## config.mk

```make
export PLATFORM = sky130hd
export DESIGN_NAME = rabin_karp_stream_matcher_flat
export DESIGN_NICKNAME = d
export VERILOG_FILES = /design/src/rtl/rks_pkg.sv /design/src/rtl/rks_in_if.sv /design/src/rtl/rks_out_if.sv /design/src/rtl/rks_regs.sv /design/src/rtl/rks_reducer.sv /design/src/rtl/rks_dp.sv /design/src/rtl/rks_ctrl.sv /design/src/rtl/rabin_karp_stream_matcher.sv /design/src/flat_wrapper.sv
export SDC_FILE = /design/constraint.sdc
export NUM_CORES = 1
export LEC_CHECK = 0
export ABC_AREA = 1
export BUFFER_PORTS_ARGS = -buffer_cell sky130_fd_sc_hd__buf_2
export CAP_MARGIN = 30
export CORE_MARGIN = 5
export CORE_UTILIZATION = 40
export CTS_BUF_LIST = sky130_fd_sc_hd__clkbuf_8
export DETAILED_ROUTE_END_ITERATION = 6
export PLACE_DENSITY = 0.66
export SETUP_SLACK_MARGIN = 0.15
export SLEW_MARGIN = 10
export SYNTH_ARGS = -nofsm -noshare
export SYNTH_HDL_FRONTEND = slang
export SYNTH_SLANG_ARGS = --single-unit
```

## constraint.sdc

```tcl
create_clock -name clk -period 7.6 [get_ports clk]
set_input_delay 0.76 -clock clk [delete_from_list [all_inputs] [get_ports clk]]
set_output_delay 0.76 -clock clk [all_outputs]
set_load 0.02 [all_outputs]
```

## src/rtl/rks_pkg.sv

```systemverilog
// Shared types and constants of the streaming Rabin-Karp matcher.
// No dependencies; every other file of the block imports this package.
package rks_pkg;

	// Field and register widths
	localparam int BYTE_W    = 8;
	localparam int Q_W       = 15;
	localparam int PLEN_W    = 5;
	localparam int CFG_W     = 64;
	localparam int ADDR_W    = 5;
	localparam int OUT_W     = 32;
	localparam int PAT_BYTES = 16;

	// Reducer: dividend width and bit counter width
	localparam int RED_W  = BYTE_W + Q_W;
	localparam int RCNT_W = 5;

	// Register reset values
	localparam logic [PLEN_W-1:0] PLEN_RESET = 5'd4;
	localparam logic [Q_W-1:0]    QMOD_RESET = 15'd101;

	// Register map, one 64-bit register every 8 bytes
	typedef enum logic [1:0] {
		REG_PAT_LO = 2'd0,
		REG_PAT_HI = 2'd1,
		REG_PLEN   = 2'd2,
		REG_QMOD   = 2'd3
	} reg_idx_t;

	typedef struct packed {
		logic [CFG_W-1:0]  pat_hi;
		logic [CFG_W-1:0]  pat_lo;
		logic [PLEN_W-1:0] plen;
		logic [Q_W-1:0]    qmod;
	} cfg_t;

	// Operand selection of the shared reducer
	typedef enum logic [2:0] {
		RED_POW  = 3'd0,
		RED_PAT  = 3'd1,
		RED_HASH = 3'd2,
		RED_DROP = 3'd3,
		RED_PUSH = 3'd4
	} red_sel_t;

	// Controller to datapath commands
	typedef struct packed {
		logic     derive_init;
		logic     pow_ld;
		logic     j_clr;
		logic     pat_ld;
		logic     take_byte;
		logic     r1_direct;
		logic     r1_red;
		logic     prod_ld;
		logic     x_from_r1;
		logic     x_sub;
		logic     hash_ld;
		logic     emit;
		logic     red_start;
		red_sel_t red_sel;
	} dp_cmd_t;

	// Datapath to controller status
	typedef struct packed {
		logic red_idle;
		logic pow_more;
		logic pat_more;
		logic hash_lt_q;
		logic pos_ge_len;
		logic match;
		logic out_full;
	} dp_sts_t;

endpackage

```

## src/rtl/rks_in_if.sv

```systemverilog
// Text byte channel: valid/ready handshake with one text byte per beat.
// Depends on rks_pkg for the byte width.
interface rks_in_if;
	import rks_pkg::*;

	logic              valid;
	logic              ready;
	logic [BYTE_W-1:0] text_byte;
	logic              first_of_text;

	modport source (output valid, output text_byte, output first_of_text, input ready);
	modport sink   (input valid, input text_byte, input first_of_text, output ready);

endinterface

```

## src/rtl/rks_out_if.sv

```systemverilog
// Match channel: valid/ready handshake with one match start index per beat.
// Depends on rks_pkg for the index width.
interface rks_out_if;
	import rks_pkg::*;

	logic             valid;
	logic             ready;
	logic [OUT_W-1:0] match_index;

	modport source (output valid, output match_index, input ready);
	modport sink   (input valid, input match_index, output ready);

endinterface

```

## src/rtl/rks_regs.sv

```systemverilog
// APB-style configuration registers of the matcher.
// Depends on rks_pkg for the register map and the cfg_t bundle.
module rks_regs (
	input  logic                      clk,
	input  logic                      arst_n,
	input  logic                      psel,
	input  logic                      penable,
	input  logic                      pwrite,
	input  logic [rks_pkg::ADDR_W-1:0] paddr,
	input  logic [rks_pkg::CFG_W-1:0]  pwdata,
	output logic [rks_pkg::CFG_W-1:0]  prdata,
	output logic                      pready,
	output rks_pkg::cfg_t             cfg,
	output logic                      cfg_wr
);
	import rks_pkg::*;

	reg_idx_t idx;
	cfg_t     cfg_q;

	assign idx    = reg_idx_t'(paddr[ADDR_W-1:3]);
	assign pready = 1'b1;
	assign cfg_wr = psel & penable & pwrite & pready;
	assign cfg    = cfg_q;

	// Write the addressed register on the access beat
	always_ff @(posedge clk or negedge arst_n) begin
		if (!arst_n) begin
			cfg_q.pat_lo <= '0;
			cfg_q.pat_hi <= '0;
			cfg_q.plen   <= PLEN_RESET;
			cfg_q.qmod   <= QMOD_RESET;
		end else if (cfg_wr) begin
			unique case (idx)
				REG_PAT_LO: cfg_q.pat_lo <= pwdata;
				REG_PAT_HI: cfg_q.pat_hi <= pwdata;
				REG_PLEN:   cfg_q.plen   <= pwdata[PLEN_W-1:0];
				REG_QMOD:   cfg_q.qmod   <= pwdata[Q_W-1:0];
			endcase
		end
	end

	// Read back the addressed register
	always_comb begin
		unique case (idx)
			REG_PAT_LO: prdata = cfg_q.pat_lo;
			REG_PAT_HI: prdata = cfg_q.pat_hi;
			REG_PLEN:   prdata = CFG_W'(cfg_q.plen);
			REG_QMOD:   prdata = CFG_W'(cfg_q.qmod);
		endcase
	end

endmodule

```

## src/rtl/rks_reducer.sv

```systemverilog
// Bit-serial modulo reducer: one dividend bit per cycle, remainder kept below q.
// Depends on rks_pkg for operand widths.
module rks_reducer (
	input  logic                       clk,
	input  logic                       arst_n,
	input  logic                       start,
	input  logic [rks_pkg::Q_W-1:0]    init_rem,
	input  logic [rks_pkg::RED_W-1:0]  opnd,
	input  logic [rks_pkg::RCNT_W-1:0] nbits,
	input  logic [rks_pkg::Q_W-1:0]    qmod,
	output logic                       idle,
	output logic [rks_pkg::Q_W-1:0]    rem
);
	import rks_pkg::*;

	logic [Q_W-1:0]    rem_q;
	logic [RED_W-1:0]  opnd_q;
	logic [RCNT_W-1:0] cnt_q;
	logic [Q_W:0]      trial;
	logic [Q_W:0]      next_rem;

	// Shift in the next dividend bit and subtract q once if needed
	always_comb begin
		trial = {rem_q, opnd_q[RED_W-1]};
		if (trial >= {1'b0, qmod})
			next_rem = trial - {1'b0, qmod};
		else
			next_rem = trial;
	end

	always_ff @(posedge clk or negedge arst_n) begin
		if (!arst_n) begin
			cnt_q <= '0;
		end else if (start) begin
			cnt_q <= nbits;
		end else if (cnt_q != '0) begin
			cnt_q <= cnt_q - RCNT_W'(1);
		end
	end

	// Load on start, then advance one bit per cycle
	always_ff @(posedge clk) begin
		if (start) begin
			rem_q  <= init_rem;
			opnd_q <= opnd;
		end else if (cnt_q != '0) begin
			rem_q  <= next_rem[Q_W-1:0];
			opnd_q <= {opnd_q[RED_W-2:0], 1'b0};
		end
	end

	assign idle = (cnt_q == '0);
	assign rem  = rem_q;

endmodule

```

## src/rtl/rks_dp.sv

```systemverilog
// Datapath of the matcher: window shift line, rolling hash registers, derived
// pattern hash and leading power, match compare and output register.
// Depends on rks_pkg and rks_reducer.
module rks_dp #(
	parameter int MAX_PATTERN = 16,
	parameter int INDEX_WIDTH = 32
) (
	input  logic                       clk,
	input  logic                       arst_n,
	input  rks_pkg::cfg_t              cfg,
	input  rks_pkg::dp_cmd_t           cmd,
	output rks_pkg::dp_sts_t           sts,
	input  logic [rks_pkg::BYTE_W-1:0] text_byte,
	input  logic                       first_of_text,
	output logic                       hit_valid,
	input  logic                       hit_ready,
	output logic [rks_pkg::OUT_W-1:0]  match_index
);
	import rks_pkg::*;

	localparam int LEN_W = $clog2(MAX_PATTERN + 1);
	localparam int WIN_W = (MAX_PATTERN > 1) ? $clog2(MAX_PATTERN) : 1;
	localparam logic [INDEX_WIDTH-1:0] IDX_MAX = {INDEX_WIDTH{1'b1}};

	// Effective configuration
	logic [LEN_W-1:0] len;
	logic [LEN_W-1:0] len_m1;
	logic [Q_W-1:0]   q;

	// Derivation state
	logic [Q_W-1:0]    pow_q;
	logic [Q_W-1:0]    pat_q;
	logic [LEN_W-1:0]  j_q;
	logic [BYTE_W-1:0] pat_al_q [MAX_PATTERN];
	logic [2*CFG_W-1:0] pat_all;
	logic [3:0]        pidx;
	logic [BYTE_W-1:0] pbyte;

	// Per-byte state
	logic [BYTE_W-1:0]      win_q [MAX_PATTERN];
	logic [BYTE_W-1:0]      byte_q;
	logic [BYTE_W-1:0]      old_q;
	logic [INDEX_WIDTH-1:0] cnt_q;
	logic [INDEX_WIDTH-1:0] pos_q;
	logic [Q_W-1:0]         hash_q;
	logic [Q_W-1:0]         r1_q;
	logic [Q_W-1:0]         x_q;
	logic [RED_W-1:0]       prod_q;
	logic [Q_W:0]           x_diff;

	// Reducer hookup
	logic [Q_W-1:0]    red_init;
	logic [RED_W-1:0]  red_opnd;
	logic [RCNT_W-1:0] red_n;
	logic              red_idle;
	logic [Q_W-1:0]    red_rem;

	// Match and output
	logic                   full;
	logic                   bytes_eq;
	logic                   hit_valid_q;
	logic [INDEX_WIDTH-1:0] idx_q;

	// Clamp length and modulus to their working ranges
	always_comb begin
		if (cfg.plen == '0)
			len = LEN_W'(1);
		else if (cfg.plen > PLEN_W'(MAX_PATTERN))
			len = LEN_W'(MAX_PATTERN);
		else
			len = LEN_W'(cfg.plen);
		len_m1 = len - LEN_W'(1);
		q = (cfg.qmod < Q_W'(2)) ? Q_W'(1) : cfg.qmod;
	end

	// Pattern byte j of the configured pattern
	assign pat_all = {cfg.pat_hi, cfg.pat_lo};
	assign pidx    = 4'(j_q);
	assign pbyte   = pat_all[{pidx, 3'b000} +: BYTE_W];

	// Select reducer operands
	always_comb begin
		red_init = '0;
		red_opnd = '0;
		red_n    = '0;
		case (cmd.red_sel)
			RED_POW: begin
				red_init = pow_q;
				red_n    = RCNT_W'(BYTE_W);
			end
			RED_PAT: begin
				red_init = pat_q;
				red_opnd = {pbyte, {(RED_W-BYTE_W){1'b0}}};
				red_n    = RCNT_W'(BYTE_W);
			end
			RED_HASH: begin
				red_opnd = {hash_q, {(RED_W-Q_W){1'b0}}};
				red_n    = RCNT_W'(Q_W);
			end
			RED_DROP: begin
				red_opnd = prod_q;
				red_n    = RCNT_W'(RED_W);
			end
			RED_PUSH: begin
				red_init = x_q;
				red_opnd = {byte_q, {(RED_W-BYTE_W){1'b0}}};
				red_n    = RCNT_W'(BYTE_W);
			end
			default: begin
				red_init = '0;
			end
		endcase
	end

	rks_reducer u_reducer (
		.clk      (clk),
		.arst_n   (arst_n),
		.start    (cmd.red_start),
		.init_rem (red_init),
		.opnd     (red_opnd),
		.nbits    (red_n),
		.qmod     (q),
		.idle     (red_idle),
		.rem      (red_rem)
	);

	// Derive leading power and pattern hash; build the reversed pattern
	always_ff @(posedge clk or negedge arst_n) begin
		if (!arst_n) begin
			j_q <= '0;
		end else if (cmd.derive_init || cmd.j_clr) begin
			j_q <= '0;
		end else if (cmd.pow_ld || cmd.pat_ld) begin
			j_q <= j_q + LEN_W'(1);
		end
	end

	always_ff @(posedge clk) begin
		if (cmd.derive_init) begin
			pow_q <= (q == Q_W'(1)) ? '0 : Q_W'(1);
			pat_q <= '0;
		end
		if (cmd.pow_ld)
			pow_q <= red_rem;
		if (cmd.pat_ld) begin
			pat_q       <= red_rem;
			pat_al_q[0] <= pbyte;
			for (int k = 1; k < MAX_PATTERN; k++)
				pat_al_q[k] <= pat_al_q[k-1];
		end
	end

	// Take a byte: shift the window, capture the outgoing byte
	always_ff @(posedge clk) begin
		if (cmd.take_byte) begin
			byte_q   <= text_byte;
			old_q    <= win_q[len_m1[WIN_W-1:0]];
			win_q[0] <= text_byte;
			for (int k = 1; k < MAX_PATTERN; k++)
				win_q[k] <= win_q[k-1];
		end
	end

	// Text position and rolling hash
	always_ff @(posedge clk or negedge arst_n) begin
		if (!arst_n) begin
			cnt_q  <= '0;
			pos_q  <= '0;
			hash_q <= '0;
		end else if (cmd.take_byte) begin
			if (first_of_text) begin
				cnt_q  <= INDEX_WIDTH'(1);
				pos_q  <= '0;
				hash_q <= '0;
			end else begin
				pos_q <= cnt_q;
				if (cnt_q != IDX_MAX)
					cnt_q <= cnt_q + INDEX_WIDTH'(1);
			end
		end else if (cmd.hash_ld) begin
			hash_q <= red_rem;
		end
	end

	// Remove the outgoing byte: r1 + q - drop, both already below q
	assign x_diff = {1'b0, r1_q} + {1'b0, q} - {1'b0, red_rem};

	always_ff @(posedge clk) begin
		if (cmd.r1_direct)
			r1_q <= hash_q;
		else if (cmd.r1_red)
			r1_q <= red_rem;
		if (cmd.prod_ld)
			prod_q <= RED_W'(old_q) * RED_W'(pow_q);
		if (cmd.x_from_r1)
			x_q <= r1_q;
		else if (cmd.x_sub)
			x_q <= (r1_q >= red_rem) ? (r1_q - red_rem) : x_diff[Q_W-1:0];
	end

	// Compare the window with the reversed pattern, lane by lane
	always_comb begin
		bytes_eq = 1'b1;
		for (int k = 0; k < MAX_PATTERN; k++) begin
			if ((LEN_W'(k) < len) && (win_q[k] != pat_al_q[k]))
				bytes_eq = 1'b0;
		end
	end

	assign full = (pos_q >= INDEX_WIDTH'(len_m1));

	// Output register: hold the index until the beat is taken
	always_ff @(posedge clk or negedge arst_n) begin
		if (!arst_n) begin
			hit_valid_q <= 1'b0;
		end else if (cmd.emit) begin
			hit_valid_q <= 1'b1;
		end else if (hit_ready) begin
			hit_valid_q <= 1'b0;
		end
	end

	always_ff @(posedge clk) begin
		if (cmd.emit)
			idx_q <= (pos_q == IDX_MAX) ? IDX_MAX : (pos_q - INDEX_WIDTH'(len_m1));
	end

	assign hit_valid   = hit_valid_q;
	assign match_index = OUT_W'(idx_q);

	// Status back to the controller
	always_comb begin
		sts.red_idle   = red_idle;
		sts.pow_more   = ({1'b0, j_q} + (LEN_W+1)'(1)) < {1'b0, len};
		sts.pat_more   = (j_q < len);
		sts.hash_lt_q  = (hash_q < q);
		sts.pos_ge_len = (pos_q >= INDEX_WIDTH'(len));
		sts.match      = full && (hash_q == pat_q) && bytes_eq;
		sts.out_full   = hit_valid_q && !hit_ready;
	end

endmodule

```

## src/rtl/rks_ctrl.sv

```systemverilog
// Controller of the matcher: sequences derivation after reset or a register
// write, and the reduction steps for each text byte. Depends on rks_pkg.
module rks_ctrl (
	input  logic              clk,
	input  logic              arst_n,
	input  logic              cfg_wr,
	input  logic              in_valid,
	output logic              in_ready,
	input  rks_pkg::dp_sts_t  sts,
	output rks_pkg::dp_cmd_t  cmd
);
	import rks_pkg::*;

	typedef enum logic [3:0] {
		D_INIT,
		D_POW,
		D_POW_W,
		D_PAT,
		D_PAT_W,
		IDLE,
		B_HASH,
		B_HASH_W,
		B_DROP,
		B_MUL,
		B_MUL_W,
		B_PUSH,
		B_PUSH_W,
		B_CHECK
	} state_t;

	state_t state_q;
	state_t state_d;

	assign in_ready = (state_q == IDLE);

	// Next state and commands
	always_comb begin
		state_d     = state_q;
		cmd         = '0;
		cmd.red_sel = RED_POW;
		unique case (state_q)
			D_INIT: begin
				cmd.derive_init = 1'b1;
				state_d         = D_POW;
			end
			D_POW: begin
				if (sts.pow_more) begin
					cmd.red_start = 1'b1;
					cmd.red_sel   = RED_POW;
					state_d       = D_POW_W;
				end else begin
					cmd.j_clr = 1'b1;
					state_d   = D_PAT;
				end
			end
			D_POW_W: begin
				if (sts.red_idle) begin
					cmd.pow_ld = 1'b1;
					state_d    = D_POW;
				end
			end
			D_PAT: begin
				if (sts.pat_more) begin
					cmd.red_start = 1'b1;
					cmd.red_sel   = RED_PAT;
					state_d       = D_PAT_W;
				end else begin
					state_d = IDLE;
				end
			end
			D_PAT_W: begin
				if (sts.red_idle) begin
					cmd.pat_ld = 1'b1;
					state_d    = D_PAT;
				end
			end
			IDLE: begin
				if (in_valid) begin
					cmd.take_byte = 1'b1;
					state_d       = B_HASH;
				end
			end
			B_HASH: begin
				if (sts.hash_lt_q) begin
					cmd.r1_direct = 1'b1;
					state_d       = B_DROP;
				end else begin
					cmd.red_start = 1'b1;
					cmd.red_sel   = RED_HASH;
					state_d       = B_HASH_W;
				end
			end
			B_HASH_W: begin
				if (sts.red_idle) begin
					cmd.r1_red = 1'b1;
					state_d    = B_DROP;
				end
			end
			B_DROP: begin
				if (sts.pos_ge_len) begin
					cmd.prod_ld = 1'b1;
					state_d     = B_MUL;
				end else begin
					cmd.x_from_r1 = 1'b1;
					state_d       = B_PUSH;
				end
			end
			B_MUL: begin
				cmd.red_start = 1'b1;
				cmd.red_sel   = RED_DROP;
				state_d       = B_MUL_W;
			end
			B_MUL_W: begin
				if (sts.red_idle) begin
					cmd.x_sub = 1'b1;
					state_d   = B_PUSH;
				end
			end
			B_PUSH: begin
				cmd.red_start = 1'b1;
				cmd.red_sel   = RED_PUSH;
				state_d       = B_PUSH_W;
			end
			B_PUSH_W: begin
				if (sts.red_idle) begin
					cmd.hash_ld = 1'b1;
					state_d     = B_CHECK;
				end
			end
			B_CHECK: begin
				// Hold a match until the output register is free
				if (!sts.match) begin
					state_d = IDLE;
				end else if (!sts.out_full) begin
					cmd.emit = 1'b1;
					state_d  = IDLE;
				end
			end
		endcase
		// A register write restarts derivation
		if (cfg_wr)
			state_d = D_INIT;
	end

	always_ff @(posedge clk or negedge arst_n) begin
		if (!arst_n)
			state_q <= D_INIT;
		else
			state_q <= state_d;
	end

endmodule

```

## src/rtl/rabin_karp_stream_matcher.sv

```systemverilog
// Top level of the streaming Rabin-Karp matcher: registers, controller, datapath.
// Depends on rks_pkg, rks_in_if, rks_out_if, rks_regs, rks_ctrl, rks_dp.
//
//   port     kind         payload               direction
//   text     stream sink  text_byte, first_of_text   in
//   hit      stream src   match_index           out
//   apb      config       4 x 64-bit registers  in/out (psel..pready)
//
// Each text byte runs as a sequence of steps on the shared bit-serial reducer,
// and the next byte is not taken until it finishes: reduce the outgoing byte
// times the leading power, then push the new byte, plus control steps (hash
// re-reduced first when needed, the drop step skipped while the window fills).
// After reset and after every register write the block derives the pattern
// hash and leading power byte by byte, with text held off.
// A match result waits in the output register while the next byte is taken;
// a second match stalls the byte sequence until the first beat is taken.
module rabin_karp_stream_matcher #(
	parameter int MAX_PATTERN = 16,
	parameter int INDEX_WIDTH = 32
) (
	input  logic                        clk,
	input  logic                        arst_n,
	rks_in_if.sink                      text,
	rks_out_if.source                   hit,
	input  logic                        psel,
	input  logic                        penable,
	input  logic                        pwrite,
	input  logic [rks_pkg::ADDR_W-1:0]  paddr,
	input  logic [rks_pkg::CFG_W-1:0]   pwdata,
	output logic [rks_pkg::CFG_W-1:0]   prdata,
	output logic                        pready
);
	import rks_pkg::*;

	cfg_t    cfg;
	logic    cfg_wr;
	dp_cmd_t cmd;
	dp_sts_t sts;

	rks_regs u_regs (
		.clk     (clk),
		.arst_n  (arst_n),
		.psel    (psel),
		.penable (penable),
		.pwrite  (pwrite),
		.paddr   (paddr),
		.pwdata  (pwdata),
		.prdata  (prdata),
		.pready  (pready),
		.cfg     (cfg),
		.cfg_wr  (cfg_wr)
	);

	rks_ctrl u_ctrl (
		.clk      (clk),
		.arst_n   (arst_n),
		.cfg_wr   (cfg_wr),
		.in_valid (text.valid),
		.in_ready (text.ready),
		.sts      (sts),
		.cmd      (cmd)
	);

	rks_dp #(
		.MAX_PATTERN (MAX_PATTERN),
		.INDEX_WIDTH (INDEX_WIDTH)
	) u_dp (
		.clk           (clk),
		.arst_n        (arst_n),
		.cfg           (cfg),
		.cmd           (cmd),
		.sts           (sts),
		.text_byte     (text.text_byte),
		.first_of_text (text.first_of_text),
		.hit_valid     (hit.valid),
		.hit_ready     (hit.ready),
		.match_index   (hit.match_index)
	);

endmodule

```

## src/flat_wrapper.sv

```systemverilog
// flat-port wrapper written by rule: the top's interface ports become plain ports
module rabin_karp_stream_matcher_flat import rks_pkg::*;
#(
	parameter int MAX_PATTERN = 16,
	parameter int INDEX_WIDTH = 32
)
  (clk, arst_n, psel, penable, pwrite, paddr, pwdata, prdata, pready, text_valid, text_text_byte, text_first_of_text, text_ready, hit_valid, hit_match_index, hit_ready);
  rks_in_if text_i ();
  rks_out_if hit_i ();
  input  logic clk;
  input  logic arst_n;
  input  logic psel;
  input  logic penable;
  input  logic pwrite;
  input  logic [rks_pkg::ADDR_W-1:0] paddr;
  input  logic [rks_pkg::CFG_W-1:0] pwdata;
  output logic [rks_pkg::CFG_W-1:0] prdata;
  output logic pready;
  input wire logic [$bits(text_i.valid)-1:0] text_valid;
  input wire logic [$bits(text_i.text_byte)-1:0] text_text_byte;
  input wire logic [$bits(text_i.first_of_text)-1:0] text_first_of_text;
  output wire logic [$bits(text_i.ready)-1:0] text_ready;
  output wire logic [$bits(hit_i.valid)-1:0] hit_valid;
  output wire logic [$bits(hit_i.match_index)-1:0] hit_match_index;
  input wire logic [$bits(hit_i.ready)-1:0] hit_ready;
  assign text_i.valid = text_valid;
  assign text_i.text_byte = text_text_byte;
  assign text_i.first_of_text = text_first_of_text;
  assign text_ready = text_i.ready;
  assign hit_valid = hit_i.valid;
  assign hit_match_index = hit_i.match_index;
  assign hit_i.ready = hit_ready;
  rabin_karp_stream_matcher #(.MAX_PATTERN(MAX_PATTERN), .INDEX_WIDTH(INDEX_WIDTH)) u_core (.clk(clk), .arst_n(arst_n), .text(text_i), .hit(hit_i), .psel(psel), .penable(penable), .pwrite(pwrite), .paddr(paddr), .pwdata(pwdata), .prdata(prdata), .pready(pready));
endmodule
```

# Yosys cells after proc, flatten, opt, wreduce, memory -nomap -nowiden
# Memory sizes are Yosys's and may differ from the RTL's. A register that Yosys moved wholly into a read port is not among the register bits.
# Index checks and enable logic that the tools add are counted.
word_totals:
  regBits: 403
  ram_bits: 256
  inputBits: 85
  output_inout_bits: 99
  elab_cells: 245
  memories: 2
memory_table:
  columns: ["name", "words", "width", "read_ports", "rd_clocked_by_memory_dff", "wr", "line", "text"]
  rows:
  - ["u_core.u_dp.pat_al_q", 16, 8, 16, 0, 16, "rks_dp.sv:34", "logic [BYTE_W-1:0] pat_al_q [MAX_PATTERN];"]
  - ["u_core.u_dp.win_q", 16, 8, 17, 1, 16, "rks_dp.sv:40", "logic [BYTE_W-1:0] win_q [MAX_PATTERN];"]
op_classes:
  add_sub_neg: 10
  mul: 1
  magnitude_cmp: 25
  eq_ne: 48
  shift: 1
  n_mux: 91
  bitwise: 2
  reduce_logical: 45
ops:
  columns: ["op", "n"]
  rows:
  - ["64-bit case mux with 4 select lines", 1]
  - ["15-bit two-way mux", 16]
  - ["8-bit != test", 16]
  - ["128-bit by 8-bit variable part select with 8-bit output", 1]
  - ["32-bit two-way mux", 3]
  - ["23-bit case mux with 4 select lines", 1]
  - ["32-bit by 5-bit greater-or-equal comparator with 1-bit output", 2]
  - ["4-bit case mux with 14 select lines", 1]
  - ["4-bit two-way mux", 13]
  - ["23-bit two-way mux", 2]
  - ["15-bit case mux with 3 select lines", 1]
  - ["15-bit subtractor", 3]
  - ["1-bit two-way mux", 43]
  - ["4-bit by 5-bit less-than comparator with 1-bit output, first input constant", 8]
  - ["32-bit by 1-bit adder with 32-bit output, second input constant", 1]
  - ["32-bit equality test, second input constant", 1]
  - ["32-bit != test, second input constant", 1]
  - ["32-bit by 5-bit subtractor with 32-bit output", 1]
  - ["5-bit two-way mux", 6]
  - ["4-bit equality test, second input constant", 6]
  - ["8-bit by 15-bit multiplier with 23-bit output", 1]
  - ["3-bit by 5-bit less-than comparator with 1-bit output, first input constant", 4]
  - ["4-bit case mux with 5 select lines", 1]
  - ["1-bit logical AND", 19]
  - ["other kinds (40)", 71]

# Logic depth before layout (Yosys ltp)
depth:
  ltp_word: 25
  depth_mapped: 27
  mapped_depth_nobuf: 23

# Hierarchy
# From an unflattened synthesis, not the netlist that was laid out.
hier_totals:
  cells_unflattened: 4657
  area_unflattened_um2: 39245.1
by_module_without_submodules:
  columns: ["module", "n_inst", "cells_per_inst", "area_each_um2", "seq_area_each_um2"]
  rows:
  - ["rks_dp", 1, 3241, 28951.5, 13508.0]
  - ["rks_regs", 1, 870, 6567.5, 3709.8]
  - ["rks_reducer", 1, 443, 3154.3, 1266.2]
  - ["rks_ctrl", 1, 103, 571.8, 100.1]

# Worst setup path before layout
# No wires, ideal clock.
synth_path:
  path_kind: "register to register"
  startpoint: "reg u_core.u_ctrl.state_q[3]"
  endpoint: "reg u_core.u_dp.pat_q[0] (enable)"
  t_arrival_ns: 7.940
  required_ns: 7.234
  setup_slack_ns: -0.706
  stages_incl_launch_ff: 10
  synth_period_minus_slack_ns: 8.306
  cell_sequence: "dfrtp_1 -> buf_2 -> nor2_1 -> inv_1 -> nor2_1 -> inv_1 -> nor2_1 -> inv_1 -> clkbuf_1 -> nand2_1"
synth_rtl:
  columns: ["item", "line", "text"]
  rows:
  - ["start: declaration", "rks_ctrl.sv:31", "state_t state_q;"]
  - ["start signal: assignment", "rks_ctrl.sv:149", "state_q <= state_d;"]
  - ["end signal: assignment", "rks_dp.sv:146", "pat_q <= red_rem;"]
  - ["end: declaration", "rks_dp.sv:32", "logic [Q_W-1:0] pat_q;"]

# Final worst setup path
layout_path:
  startpoint: "reg u_core.u_regs.cfg_q (netlist bit u_core.u_regs.cfg[17])"
  endpoint: "reg u_core.u_dp.idx_q[21], in the netlist u_core.u_dp.match_index[21] (data pin)"
layout_via:
  elab_chain_cells: 5
  word_cells_on_any_way: 6
  cone_classes: "add/sub (2); order compare (1); mux (2); reduce/logical (1)"
layout_lines:
  columns: ["item", "line", "text"]
  rows:
  - ["start: declaration", "rks_regs.sv:19", "cfg_t cfg_q;"]
  - ["5-bit > comparator", "rks_dp.sv:68", "else if (cfg.plen > PLEN_W'(MAX_PATTERN))"]
  - ["5-bit two-way mux", "rks_dp.sv:68", null]
  - ["5-bit two-way mux *", "rks_dp.sv:66", "if (cfg.plen == '0)"]
  - ["5-bit by 1-bit subtractor with 5-bit output *", "rks_dp.sv:72", "len_m1 = len - LEN_W'(1);"]
  - ["32-bit by 5-bit subtractor with 32-bit output *", "rks_dp.sv:225", "idx_q <= (pos_q == IDX_MAX) ? IDX_MAX : (pos_q - INDEX_WIDTH'(len_m1));"]
  - ["end signal: assignment", "rks_dp.sv:225", null]
  - ["end: declaration", "rks_dp.sv:62", "logic [INDEX_WIDTH-1:0] idx_q;"]
# Mark *: on every way between the ends. The rest lies on a longest branch, timed or not.
# A chain may end at the register's enable or synchronous reset.

==> impl_metrics.ini <==
[status]
outcome = completed

[worst_setup_path]
critical_path_peak_fanout = 78
cp_most_frequent_cell = nand2_1
critical_path.startpoint = u_core.u_regs.cfg[17]
r2r.worst_path.cells = 25
worst_setup_path_end_kind = register
worst_path_dominant_cell_family = simple AND/OR/NAND/NOR gates
cp_depth = 25
critPathMaxStageDelay_ns = 0.64
worst-setup-path-type = reg2reg
worst-path-buf-inv = 7
cp.required_ns = 8.05
critical_path.slowest_cell = dfstp_2
timing.critical_path.arrival_ns = 5.69
worstSetupStartpointType = register
r2r-start = u_core.u_regs.cfg[17]

[clock_network]
cts_num_sinks = 659
post_cts_setup_buffer_count = 0
cts.reportedPaths.clkPinSlew_ns = 0.06
cts-buffers-inserted = 112
cts_hold_buffers = 0
cts_htree_levels = 3
insertion_delay_ns = 0.74
post_cts_sizing = 0
cts_tree = done
cts_buffer_depth = 3
cts_root_buf = clkbuf_8

[timing]
final-setup-viol-count = 0
max-slew-margin-rel = 0.373
layout_min_cycle_time_ns = 5.24
fin_skew_ns = 0.0480
top_achievable_clock_speed_mhz = 191
final_hold_vio_count = 0
fin_setup_tns_ns = 0
final.hold.worst_slack_ns = 0.0622
fin_crit_sh = 0.689
worst_slack_ns = 2.36
rsz0062_at_grt = false
timing_worst_slew_pin_value_ns = 0.939
slew_viol_final = 0

[floorplanning]
die_height_um = 318
fp.dieArea_um2 = 101000
rows = 113
design.core.area_um2 = 94700
starting_density = 0.402
pin_count = 184
overall_die_width_um = 318

[placed_design]
hpwlAfterDp_um = 80400
placedInstanceArea_um2 = 40200
place.gp.congestion = 0.925
place_ws_ns = 2.20
port_buffers = 179

[layout]
layout.core_utilization = 0.449
area_growth_pct = 11.9
finished_cell_area_um2 = 42600
finish.net_count = 4649
layout-drive-gt1-share = 0.109

[logic_synthesis]
synthFlopType = edfxtp_1
synth-async-reset-ratio = 0.367
yosysUniqueCellTypes = 65
synth_enable_flop_cells = 417
yosysWarningCount = 0
total_of_flip_flops_plus_latches_after_synthesis = 659
synth-seq-area-share = 0.489
total_standard_cell_area_after_synthesis_um2 = 38000
mapped_avg_cell_area_um2 = 9.10
syn_nets = 4485
synthCells = 4180

[run]
max_cap_viol_count = 0

[route]
wirelength_um = 110000
route.vias.total = 30300
detail_route.drc_violations = 0
firstDrtPassIters = 5
drt_iter0_drc = 2912
number_of_nets_with_antenna_violations_after_detailed_routing = 0
vias_per_inst = 5.30
routedWlPerCell_um = 19.2

[power_and_ir_drop]
power_leakage_nw = 18.6
p_per_cell_area_nw_per_um2 = 420
ir_drop_mv = 0.416

[grt]
grt_antenna_before_repair = 6
grtUsageTotal = 0.211
grt_first_pass_wirelength_um = 170000
grt_start_max_net_pins = 102
first_global_vias = 29400
overflow = 0

[hold_path]
timing.hold.worst.class = in2async
==> path summary, 6_finish.rpt <==
check | to | slack [ns]
hold reg to reg | u_core.u_dp.win_q[6][2] | 0.44
max in group asynchronous | u_core.u_dp.pos_q[29] | 6.19
setup reg to reg | u_core.u_dp.match_index[21] | 2.36
setup / recovery | u_core.u_dp.match_index[21] | 2.36
min in group clk | u_core.u_dp.win_q[0][3] | 0.24
hold / removal | u_core.u_regs.cfg[56] | 0.06
==> layout by cell type, fill, tap and decap left out, types with 6 or more instances in the layout <==
master,synthesis,final
nor4_1,16,16
a21o_1,6,6
nor2_2,9,10
o21a_1,7,7
clkbuf_8,0,130
a31oi_1,6,6
a211oi_1,8,8
o21ai_1,22,23
o211ai_1,41,41
ha_1,125,125
fa_1,95,95
edfxtp_1,417,417
inv_1,568,597
o21ai_0,394,393
inv_2,12,12
o31ai_1,23,23
o221ai_1,30,30
nand4_1,90,90
clkinv_1,3,23
nand3_1,165,165
xnor2_1,118,118
a21oi_1,153,153
clkinv_2,1,17
o2111ai_1,15,15
o22ai_1,30,30
xor2_1,86,86
buf_4,9,25
mux2_2,34,34
or2_2,22,22
dfrtp_1,237,236
nand2_1,873,872
nor3_1,35,35
bufinv_16,0,6
buf_2,25,178
nor2_1,316,312
==> registers in the layout, summed over array words and instances (netlist names), 23 cells and up <==
| signal | cells |
|---|---|
| u_core.u_regs.cfg | 148 |
| u_core.u_dp.pat_al_q | 128 |
| u_core.u_dp.win_q | 128 |
| u_core.u_dp.cnt_q | 32 |
| u_core.u_dp.match_index | 32 |
| u_core.u_dp.pos_q | 32 |
| u_core.u_dp.prod_q | 23 |
| u_core.u_dp.u_reducer.opnd_q | 23 |
==> synthesized netlist by cell type (15+ instances only) <==
master / count / area share
nor4_1: 16 / 0.0026
inv_1: 568 / 0.056
buf_2: 25 / 0.0033
nand2_1: 873 / 0.086
o221ai_1: 30 / 0.0069
xnor2_1: 118 / 0.027
o211ai_1: 41 / 0.0081
nand3_1: 165 / 0.022
fa_1: 95 / 0.050
mux2_2: 34 / 0.010
a21oi_1: 153 / 0.020
edfxtp_1: 417 / 0.33
o21ai_1: 22 / 0.0029
clkbuf_1: 117 / 0.012
xor2_1: 86 / 0.020
nor2_1: 316 / 0.031
o31ai_1: 23 / 0.0045
o22ai_1: 30 / 0.0049
nand4_1: 90 / 0.015
o21ai_0: 394 / 0.052
nor3_1: 35 / 0.0046
dfrtp_1: 237 / 0.16
o2111ai_1: 15 / 0.0035
ha_1: 125 / 0.041
or2_2: 22 / 0.0036
==> area by class of cell <==
| cell class | count | area, µm² |
|---|---|---|
| fill | 9224 | 52200 |
| sequential | 659 | 18600 |
| multi-input combinational | 2776 | 16600 |
| inverter | 584 | 2200 |
| clock buffer | 130 | 1790 |
| tap | 1265 | 1580 |
| timing repair buffer | 211 | 1260 |
| clock inverter | 80 | 520 |
| antenna | 2 | 5.00 |
==> power breakdown <==
group	switching (mW)	internal (mW)	total, mW
Sequential	0.641	4.86	5.50
Combinational	5.97	3.13	9.10
Clock	1.51	1.77	3.28
==> worst reg2reg max path, delay by kind of cell (launching register included) <==
| family | cells | cell delay, ns |
|---|---|---|
| buf+inv | 7 | 1.59 |
| compound gates | 2 | 0.34 |
| fa+ha+maj | 2 | 0.81 |
| flops | 1 | 0.64 |
| simple gates | 14 | 1.61 |
==> logic make-up after synthesis <==
family,after synthesis,share of synthesized area
AO/OA/AOI/OAI,763,0.115
XOR/XNOR,205,0.0474
multiplexers,34,0.0101
flip-flops,659,0.489
buffers and inverters,745,0.0755
other,1,0.0000986
adder cells (fa/ha/maj),220,0.0911
AND/OR/NAND/NOR,1553,0.173
==> metal layers <==
metal | global-route usage | up-vias | wire [µm]
li1 | - | 14300 | -
met1 | 0.298 | 14600 | 47900
met2 | 0.346 | 1121 | 51500
met3 | 0.0276 | 189 | 7190
met4 | 0.0583 | 4 | 3050
met5 | 0 | - | 22
==> stage by stage <==
stage,total power [mW],cells
finish,17.9,5707
global route,19.4,5706
CTS,17.9,5703
detailed placement,14.6,5493
global placement,14.5,5488
floorplan,11.9,4180
Power figures use the tool's default switching activity.
